[config.mk]
export PLATFORM = sky130hd
export DESIGN_NAME = scalar_kalman_filter
export DESIGN_NICKNAME = d
export VERILOG_FILES = /design/src/skf_pkg.sv /design/src/scalar_kalman_filter.sv
export SDC_FILE = /design/constraint.sdc
export NUM_CORES = 2
export LEC_CHECK = 0
export BUFFER_PORTS_ARGS = -buffer_cell sky130_fd_sc_hd__buf_2
export CORE_AREA = 3 3 287 289
export CTS_BUF_LIST = sky130_fd_sc_hd__clkbuf_8
export DETAILED_ROUTE_END_ITERATION = 10
export DIE_AREA = 0 0 290 292
export HOLD_SLACK_MARGIN = 0.03
export PLACE_DENSITY_LB_ADDON = 0.15
export SLEW_MARGIN = 15
export SYNTH_ARGS = -nofsm -noshare
export SYNTH_HDL_FRONTEND = slang
export SYNTH_SLANG_ARGS = --single-unit
[constraint.sdc]
create_clock -name clk -period 27.2 [get_ports clk]
set_input_delay 2.72 -clock clk [delete_from_list [all_inputs] [get_ports clk]]
set_output_delay 2.72 -clock clk [all_outputs]
set_load 0.005 [all_outputs]
[src/skf_pkg.sv]
package skf_pkg;

	localparam int unsigned MEAS_W = 16;
	localparam int unsigned Q_W = 32;
	localparam int unsigned GAIN_W = 17;
	localparam int unsigned FRAC_W = 16;
	localparam int unsigned DIV_STEPS = 16;
	localparam int unsigned CNT_W = 4;
	localparam int unsigned CFG_IDX_W = 1;

	localparam logic [Q_W-1:0] PROCESS_NOISE_RST = 32'd655;
	localparam logic [Q_W-1:0] MEASUREMENT_NOISE_RST = 32'd65536;
	localparam logic [Q_W-1:0] VARIANCE_RST = 32'd32768;
	localparam logic [GAIN_W-1:0] GAIN_ONE = 17'd65536;

	localparam logic [CFG_IDX_W-1:0] REG_PROCESS_NOISE = 1'b0;
	localparam logic [CFG_IDX_W-1:0] REG_MEASUREMENT_NOISE = 1'b1;

	typedef enum logic [6:0] {
		ST_IDLE = 7'b0000001,
		ST_PRED = 7'b0000010,
		ST_DEN  = 7'b0000100,
		ST_DIV  = 7'b0001000,
		ST_MULE = 7'b0010000,
		ST_MULV = 7'b0100000,
		ST_DONE = 7'b1000000
	} state_t;

endpackage

[src/scalar_kalman_filter.sv]
// Channel   Direction  Handshake            Payload
// input     in         in_valid/in_stall    measurement
// output    out        out_valid/out_stall  estimate, gain, variance
// config    in         cfg_write            cfg_index, cfg_data
//
// A measurement passes the PRED, DEN, DIV, MULE, MULV and DONE states in turn.
// A 16-step restoring divider produces the gain, one bit a cycle; the single
// shared 18x34 multiplier then forms the estimate and variance products.
// A new measurement is taken only once the sequencer is back in idle.
// A result waits in the output register while out_stall is high; the next
// measurement is still accepted, and its result waits until the slot frees.
// Reset restores the register defaults, a zero estimate and a variance of 0.5.
module scalar_kalman_filter (
	input  logic                                clk,
	input  logic                                arst_n,
	input  logic                                cfg_write,
	input  logic [skf_pkg::CFG_IDX_W-1:0]       cfg_index,
	input  logic [skf_pkg::Q_W-1:0]             cfg_data,
	input  logic                                in_valid,
	output logic                                in_stall,
	input  logic signed [skf_pkg::MEAS_W-1:0]   measurement,
	output logic                                out_valid,
	input  logic                                out_stall,
	output logic signed [skf_pkg::Q_W-1:0]      estimate,
	output logic [skf_pkg::GAIN_W-1:0]          gain,
	output logic [skf_pkg::Q_W-1:0]             variance
);

	localparam int unsigned QW = skf_pkg::Q_W;
	localparam int unsigned IW = QW + 2;
	localparam int unsigned MAW = skf_pkg::GAIN_W + 1;
	localparam int unsigned PW = MAW + IW;
	localparam int unsigned EW = PW - skf_pkg::FRAC_W;

	skf_pkg::state_t state_q;

	logic [QW-1:0] process_noise_q;
	logic [QW-1:0] measurement_noise_q;
	logic signed [QW-1:0] last_estimate_q;
	logic [QW-1:0] last_variance_q;

	logic signed [skf_pkg::MEAS_W-1:0] meas_q;
	logic [QW-1:0] pred_q;
	logic [QW:0] den_q;
	logic [QW:0] rem_q;
	logic [skf_pkg::DIV_STEPS-1:0] quo_q;
	logic [skf_pkg::CNT_W-1:0] cnt_q;
	logic [skf_pkg::GAIN_W-1:0] gain_q;
	logic signed [IW-1:0] innov_q;
	logic signed [PW-1:0] prod_q;
	logic signed [QW-1:0] est_q;

	logic accept_in;
	logic out_free;
	logic [QW:0] pred_sum;
	logic [QW+1:0] rem_shift;
	logic rem_ge;
	logic signed [MAW-1:0] mul_a;
	logic signed [IW-1:0] mul_b;
	logic signed [PW-1:0] mul_p;
	logic signed [EW-1:0] est_sum;

	assign in_stall = (state_q != skf_pkg::ST_IDLE);
	assign accept_in = in_valid && !in_stall;
	assign out_free = !out_valid || !out_stall;

	assign pred_sum = {1'b0, last_variance_q} + {1'b0, process_noise_q};
	assign rem_shift = {rem_q, 1'b0};
	assign rem_ge = (rem_shift >= {1'b0, den_q});

	// The one multiplier serves the estimate product, then the variance product.
	always_comb begin
		if (state_q == skf_pkg::ST_MULV) begin
			mul_a = $signed({1'b0, skf_pkg::GAIN_ONE - gain_q});
			mul_b = $signed({2'b00, pred_q});
		end else begin
			mul_a = $signed({2'b00, quo_q});
			mul_b = innov_q;
		end
	end
	assign mul_p = mul_a * mul_b;

	// Arithmetic shift of the product is the floor toward minus infinity.
	assign est_sum = EW'(last_estimate_q) + EW'(prod_q >>> skf_pkg::FRAC_W);

	always_ff @(posedge clk or negedge arst_n) begin
		if (!arst_n) begin
			process_noise_q <= skf_pkg::PROCESS_NOISE_RST;
			measurement_noise_q <= skf_pkg::MEASUREMENT_NOISE_RST;
		end else if (cfg_write) begin
			unique case (cfg_index)
				skf_pkg::REG_PROCESS_NOISE: process_noise_q <= cfg_data;
				skf_pkg::REG_MEASUREMENT_NOISE: measurement_noise_q <= cfg_data;
				default: ;
			endcase
		end
	end

	always_ff @(posedge clk or negedge arst_n) begin
		if (!arst_n) begin
			state_q <= skf_pkg::ST_IDLE;
			out_valid <= 1'b0;
			last_estimate_q <= '0;
			last_variance_q <= skf_pkg::VARIANCE_RST;
			cnt_q <= '0;
		end else begin
			if (out_valid && !out_stall && state_q != skf_pkg::ST_DONE) begin
				out_valid <= 1'b0;
			end
			unique case (state_q)
				skf_pkg::ST_IDLE: begin
					if (accept_in) begin
						state_q <= skf_pkg::ST_PRED;
					end
				end
				skf_pkg::ST_PRED: begin
					state_q <= skf_pkg::ST_DEN;
				end
				skf_pkg::ST_DEN: begin
					cnt_q <= '0;
					state_q <= skf_pkg::ST_DIV;
				end
				skf_pkg::ST_DIV: begin
					cnt_q <= cnt_q + 1'b1;
					if (cnt_q == skf_pkg::CNT_W'(skf_pkg::DIV_STEPS - 1)) begin
						state_q <= skf_pkg::ST_MULE;
					end
				end
				skf_pkg::ST_MULE: begin
					state_q <= skf_pkg::ST_MULV;
				end
				skf_pkg::ST_MULV: begin
					state_q <= skf_pkg::ST_DONE;
				end
				skf_pkg::ST_DONE: begin
					if (out_free) begin
						out_valid <= 1'b1;
						last_estimate_q <= est_q;
						last_variance_q <= prod_q[skf_pkg::FRAC_W +: QW];
						state_q <= skf_pkg::ST_IDLE;
					end
				end
				default: state_q <= skf_pkg::ST_IDLE;
			endcase
		end
	end

	always_ff @(posedge clk) begin
		if (accept_in) begin
			meas_q <= measurement;
		end
		unique case (state_q)
			skf_pkg::ST_PRED: begin
				pred_q <= pred_sum[QW] ? {QW{1'b1}} : pred_sum[QW-1:0];
				innov_q <= IW'($signed({meas_q, {skf_pkg::FRAC_W{1'b0}}}))
					- IW'(last_estimate_q);
			end
			skf_pkg::ST_DEN: begin
				den_q <= {1'b0, pred_q} + {1'b0, measurement_noise_q};
				rem_q <= {1'b0, pred_q};
				quo_q <= '0;
			end
			skf_pkg::ST_DIV: begin
				rem_q <= rem_ge ? (QW+1)'(rem_shift - {1'b0, den_q})
					: rem_shift[QW:0];
				quo_q <= {quo_q[skf_pkg::DIV_STEPS-2:0], rem_ge};
			end
			skf_pkg::ST_MULE: begin
				// A zero denominator gives no gain; zero measurement noise gives full gain.
				priority if (den_q == '0) begin
					gain_q <= '0;
					prod_q <= '0;
				end else if (measurement_noise_q == '0) begin
					gain_q <= skf_pkg::GAIN_ONE;
					prod_q <= PW'(innov_q) <<< skf_pkg::FRAC_W;
				end else begin
					gain_q <= {1'b0, quo_q};
					prod_q <= mul_p;
				end
			end
			skf_pkg::ST_MULV: begin
				prod_q <= mul_p;
				priority if (est_sum > EW'(32'sh7fffffff)) begin
					est_q <= 32'sh7fffffff;
				end else if (est_sum < -EW'(33'sh080000000)) begin
					est_q <= 32'sh80000000;
				end else begin
					est_q <= est_sum[QW-1:0];
				end
			end
			skf_pkg::ST_DONE: begin
				if (out_free) begin
					estimate <= est_q;
					gain <= gain_q;
					variance <= prod_q[skf_pkg::FRAC_W +: QW];
				end
			end
			default: ;
		endcase
	end

endmodule

# [Word-level counts from Yosys, hierarchy flattened]
# Index checks and enable logic that the tools add are counted.
[word_totals] inputBits=54 ram_bits=0 mem_bits_ro=0 elab_cells=79 mem_count=0 output_inout_bits=83 reg_bits=486 latchBits=0
[classes] n_shift=0 n_reduce_logical=16 addsub=7 n_mux=18 n_eq_ne=13 n_bitwise=1 div=0 n_mul=1 order_cmp=3
[ops] cell="52-bit 2-to-1 mux" count=2
[ops] cell="52-bit one-hot mux with 2 select lines" count=1
[ops] cell="32-bit by 32-bit adder with 33-bit output" count=2
[ops] cell="33-bit one-hot mux with 2 select lines" count=1
[ops] cell="18-bit by 34-bit multiplier with 52-bit output" count=1
[ops] cell="7-bit one-hot mux with 7 select lines" count=1
[ops] cell="32-bit by 36-bit adder with 36-bit output" count=1
[ops] cell="36-bit by 32-bit greater-than comparator with 1-bit output, second input constant" count=1
[ops] cell="36-bit by 32-bit < comparator with 1-bit output, second input constant" count=1
[ops] cell="34-bit by 33-bit greater-or-equal comparator with 1-bit output" count=1
[ops] cell="17-bit 2-to-1 mux" count=2
[ops] cell="34-bit 2-to-1 mux" count=1
[ops] cell="33-bit logical NOT" count=1
[ops] cell="33-bit 2-to-1 mux" count=1
[ops] cell="32-bit by 32-bit subtractor with 33-bit output" count=1
[ops] cell="33-bit subtractor" count=1
[ops] cell="32-bit logical NOT" count=1
[ops] cell="32-bit 2-to-1 mux" count=1
[ops] cell="16-bit one-hot mux with 2 select lines" count=1
[ops] cell="7-bit 2-to-1 mux" count=3
[ops] cell="17-bit subtractor, first input constant" count=1
[ops] cell="4-bit one-hot mux with 2 select lines" count=1
[ops] cell="7-bit by 1-bit == test with 1-bit output, second input constant" count=1
[ops] cell="7-bit by 2-bit == test with 1-bit output, second input constant" count=1
[ops] cell="other kinds (19)" count=30

# [Longest topological paths before layout]
[depth] depth_word=6 depth_mapped=34 depth_no_buf=32

# [Worst setup path before layout]
# Ideal clock, no wire load.
[synth_timing] kind="register to register" from="register state_q[6]" to="register prod_q[49], data pin" stages_incl_launch_ff=30 setup_time_ns=0.169 arrival_ns=8.458 required_ns=27.031 period_less_slack_ns=8.627 path_slack_ns=18.573 path_cell_list="dfrtp_1 -> nor4_1 -> nand3_1 -> inv_2 -> buf_1 -> buf_1 -> nand2_1 -> nand2_1 -> nand2_1 -> fa_1 -> inv_1 -> fa_1 -> fa_1 -> fa_1 -> fa_1 -> inv_1 -> fa_1 -> inv_1 -> ha_1 -> nand2_1 -> o31ai_1 -> nand4_1 -> a31oi_1 -> o21ai_0 -> nor4_1 -> nor2_1 -> o31ai_1 -> o21ai_0 -> nor3b_1 -> o31ai_1"
[synth_between] elab_chain_len=6
[synth_rtl] item="from (decl)" line_no="scalar_kalman_filter.sv:35" source="skf_pkg::state_t state_q;"
[synth_rtl] item="from (signal assigned)" line_no="scalar_kalman_filter.sv:101" source="state_q <= skf_pkg::ST_IDLE;"
[synth_rtl] item="from (signal assigned)" line_no="scalar_kalman_filter.sv:113" source="state_q <= skf_pkg::ST_PRED;"
[synth_rtl] item="from (signal assigned)" line_no="scalar_kalman_filter.sv:117" source="state_q <= skf_pkg::ST_DEN;"
[synth_rtl] item="7-bit by 6-bit == test with 1-bit output" line_no="scalar_kalman_filter.sv:73, scalar_kalman_filter.sv:152"
[synth_rtl] item="17-bit 2-to-1 mux / 34-bit 2-to-1 mux (equally long branches)" line_no="scalar_kalman_filter.sv:73" source="if (state_q == skf_pkg::ST_MULV) begin"
[synth_rtl] item="18-bit by 34-bit multiplier with 52-bit output" line_no="scalar_kalman_filter.sv:81" source="assign mul_p = mul_a * mul_b;"
[synth_rtl] item="52-bit 2-to-1 mux" line_no="scalar_kalman_filter.sv:173" source="end else if (measurement_noise_q == '0) begin"
[synth_rtl] item="52-bit 2-to-1 mux" line_no="scalar_kalman_filter.sv:170" source="priority if (den_q == '0) begin"
[synth_rtl] item="52-bit one-hot mux with 2 select lines (*)" line_no="scalar_kalman_filter.sv:152" source="unique case (state_q)"
[synth_rtl] item="to (signal assigned)" line_no="scalar_kalman_filter.sv:175" source="prod_q <= PW'(innov_q) <<< skf_pkg::FRAC_W;"
[synth_rtl] item="to (signal assigned)" line_no="scalar_kalman_filter.sv:178" source="prod_q <= mul_p;"
[synth_rtl] item="to (signal assigned)" line_no="scalar_kalman_filter.sv:182" source="prod_q <= mul_p;"
[synth_rtl] item="to (decl)" line_no="scalar_kalman_filter.sv:50" source="logic signed [PW-1:0] prod_q;"
# Mark *: on every way between the ends. The rest lies on a longest branch, timed or not.
# A chain may end at the register's enable or synchronous reset.

# [Final worst setup path]
# Same ends and word-level chain as after synthesis.

==> impl_results.md <==
* Post-synth top cells: 745 x inv_1, 708 x nand2_1, 542 x fa_1, 329 x edfxtp_1, 269 x ha_1
* Slew margin rel. at 23.3%
* Cts bufs inserted at 79
* Remaining antenna violation count at 0
* WL per Instance at 21.6 µm
* MaxCap Viol Count at 0
* DRC at 0
* Detailed placer's ending HPWL at 96,200 µm
* Vias in the first global route at 32.6k
* F_max at 98.9 MHz
* Global-route wire length before repair at 191,000 µm
* Mapped Nets at 5,301
* Crit path DAT at 10.51 ns
* CTS sink cnt at 469
* CTS tree: done
* CP startpoint kind: register
* Critical Path RT at 27.60 ns
* Synth area leaders: fa_1 25%, edfxtp_1 22%, ha_1 7.7%, dfrtp_1 7.5%, inv_1 6.4%
* CP max stage delay at 0.73 ns
* Clk_skew at 0.0499 ns
* Async S/R FF share, synth at 29.9%
* Register area share after synthesis at 30.5%
* CTS root buf: clkbuf_8
* Placed cells at 5,536
* Slew of the pin with the lowest slew margin at 1.15 ns
* Clock buffer depth at 3
* Core ar. at 80,200 µm²
* WL final at 123,000 µm
* H-Tree Depth at 3
* Final setup fails at 0
* Clock slew at reported path FFs at 0.06 ns
* RSZ-0062 raised after global routing: false
* Slew Viols, Final at 0
* Die ar. at 84,700 µm²
* DIE WIDTH at 290 µm
* Netlist cell types at 86
* Initial antenna violation count at 2
* Share of layout cells above drive strength 1 at 9.97%
* Worst Setup SP: state_q[6]$_DFFE_PN0P_
* Initial DRC Count at 2,406
* Warnings from Yosys at 0
* Period utilization at 37.2%
* Post-CTS setup buffers at 0
* Die height at 292 µm
* R2r setup slk at 17.09 ns
* Worst min-delay path class: reg2reg
* Largest net degree at the start of global routing at 85
* Synthesis-to-layout area growth at 8.33%
* Register area at 13,400 µm²
* Hold Buf Count CTS at 0
* Final hold viol count at 0
* GRT overflow at 0
* Port bufs at 136
* Worst setup path endpoint: prod_q[49]$_DFFE_PN_
* Post-synth EDFFs at 329
* Global Route Usage Sum at 29.2%
* Rows at 104
* CP Capture Type: register
* R2R depth at 28
* Status: complete, no violations
* Post-Synthesis Cell Area at 43,900 µm²
* Area of the multi-input gates at 27,300 µm²
* Filler Cells Inserted at 7,062
* Clk Latency, worst-skew pair at 0.68 ns
* Yosys top cell by area: fa_1
* Post-CTS sizing at 0
* Critical path's slowest cell: clkinv_2
* WS Path Type: reg2reg
* Setup Total Neg Slack at 0 ns
* Crit-path most repeated cell: fa_1
* Reg-to-Reg Start: state_q[6]$_DFFE_PN0P_
* Via/cell ratio at 5.64
* Worst-path maximum fanout at 47
* Yosys reg bits at 469
* Gpl congestion at 0.922
* Most used DFF post-synth: edfxtp_1
* Area share of the largest cell type after synthesis at 24.7%
* Initial Utilization at 54.8%
* Cell Count, Final, Fillers Out at 5,684
* Routed via count at 32.0k
* Synth Instances at 4,436
* Drt first pass iters at 6
* Most frequent cell after synthesis: inv_1
* Nets at 5,422
* I/O pin total at 137
* Mean Syn Cell Area at 9.91 µm²
* Worst R2R End: prod_q[49]$_DFFE_PN_
* Fin crit period at 10.11 ns
==> per-stage QoR <==
stage | hold slack, ns | instance area (µm²) | utilization [%] | worst slack [ns]
floorplan | 0.420 | 43900 | - | 18.57
global placement | 0.431 | 45900 | 57.2 | 17.57
detailed placement | 0.434 | 45900 | 57.2 | 17.35
CTS | 0.456 | 47600 | 59.4 | 17.33
global route | 0.472 | 47600 | 59.4 | 16.58
finish | 0.454 | 47600 | 59.4 | 17.09
==> how the worst min path moves through the flow <==
stage / startpoint / cells after the start / slack [ns] / endpoint
finish: est_q[20]$_SDFFCE_PN1P_ / 0 / 0.45 / estimate[20]$_DFFE_PP_
global route: est_q[23]$_SDFFCE_PN1P_ / 0 / 0.47 / estimate[23]$_DFFE_PP_
CTS: est_q[18]$_SDFFCE_PN1P_ / 0 / 0.46 / estimate[18]$_DFFE_PP_
detailed placement: est_q[16]$_SDFFCE_PN1P_ / 0 / 0.43 / estimate[16]$_DFFE_PP_
global placement: est_q[16]$_SDFFCE_PN1P_ / 0 / 0.43 / estimate[16]$_DFFE_PP_
floorplan: est_q[10]$_SDFFCE_PN1P_ / 0 / 0.42 / estimate[10]$_DFFE_PP_
==> metal layers <==
| layer | track usage, % | vias to the layer above | share of wire (%) |
|---|---|---|---|
| met2 | 48.9 | 1149 | 48 |
| li1 | - | 14600 | - |
| met5 | 0 | - | 0 |
| met1 | 39.3 | 16000 | 41 |
| met3 | 4.27 | 281 | 6.8 |
| met4 | 10.1 | 0 | 4.1 |
==> critical path, delay by kind of cell (launching register included) <==
kind                     cells  cell delay (ns)
AO/OA/AOI/OAI                7             2.06
adder cells (fa/ha/maj)      7             3.42
buffers and inverters        6             1.32
flip-flops                   1             0.41
multiplexers                 1             0.27
AND/OR/NAND/NOR              7             2.26
==> placed cells by master (no fill, tap or decap), types with 90 or more instances in the layout <==
cell type / netlist / final
nand2_1: 708 / 708
buf_2: 5 / 135
clkbuf_8: 0 / 90
a21oi_1: 167 / 163
dfrtp_1: 131 / 131
xnor2_1: 114 / 114
mux2_2: 109 / 109
edfxtp_1: 329 / 329
nor2_1: 261 / 260
a21o_1: 106 / 106
ha_1: 269 / 269
inv_1: 745 / 767
fa_1: 542 / 542
o21ai_0: 177 / 175
==> layout make-up <==
type / instances / area share (%)
Clock inverter: 57 / 1.04
Clock buffer: 90 / 2.60
Sequential cell: 469 / 28.1
Multi-Input combinational cell: 3077 / 57.3
Tap cell: 1060 / 2.79
Timing Repair Buffer: 184 / 2.20
Inverter: 746 / 5.89
Antenna cell: 1 / 0.00526
==> state kept, by name, summed over array words and instances, names as in the netlist <==
signal               count
gain_q                  17
state_q                  7
cnt_q                    4
gain                    17
last_estimate_q         32
estimate                32
prod_q                  36
measurement_noise_q     32
quo_q                   16
process_noise_q         32
out_valid                1
est_q                   32
meas_q                  16
den_q                   33
innov_q                 33
pred_q                  32
variance                32
rem_q                   33
last_variance_q         32
==> cell families (layout without fill, tap and decap cells) <==
group                    after synthesis  in the layout  share of synthesized area [%]
other                                  2              3                         0.0171
multiplexers                         167            167                           4.11
adder cells (fa/ha/maj)              811            811                           32.4
XOR/XNOR                             189            189                           3.77
AO/OA/AOI/OAI                        627            627                           8.96
buffers and inverters                890           1077                           7.67
flip-flops                           469            469                           30.5
AND/OR/NAND/NOR                     1281           1281                           12.6
Power is not shown: default switching activity piles up to over one toggle a cycle in this logic, so the estimate is an artifact.
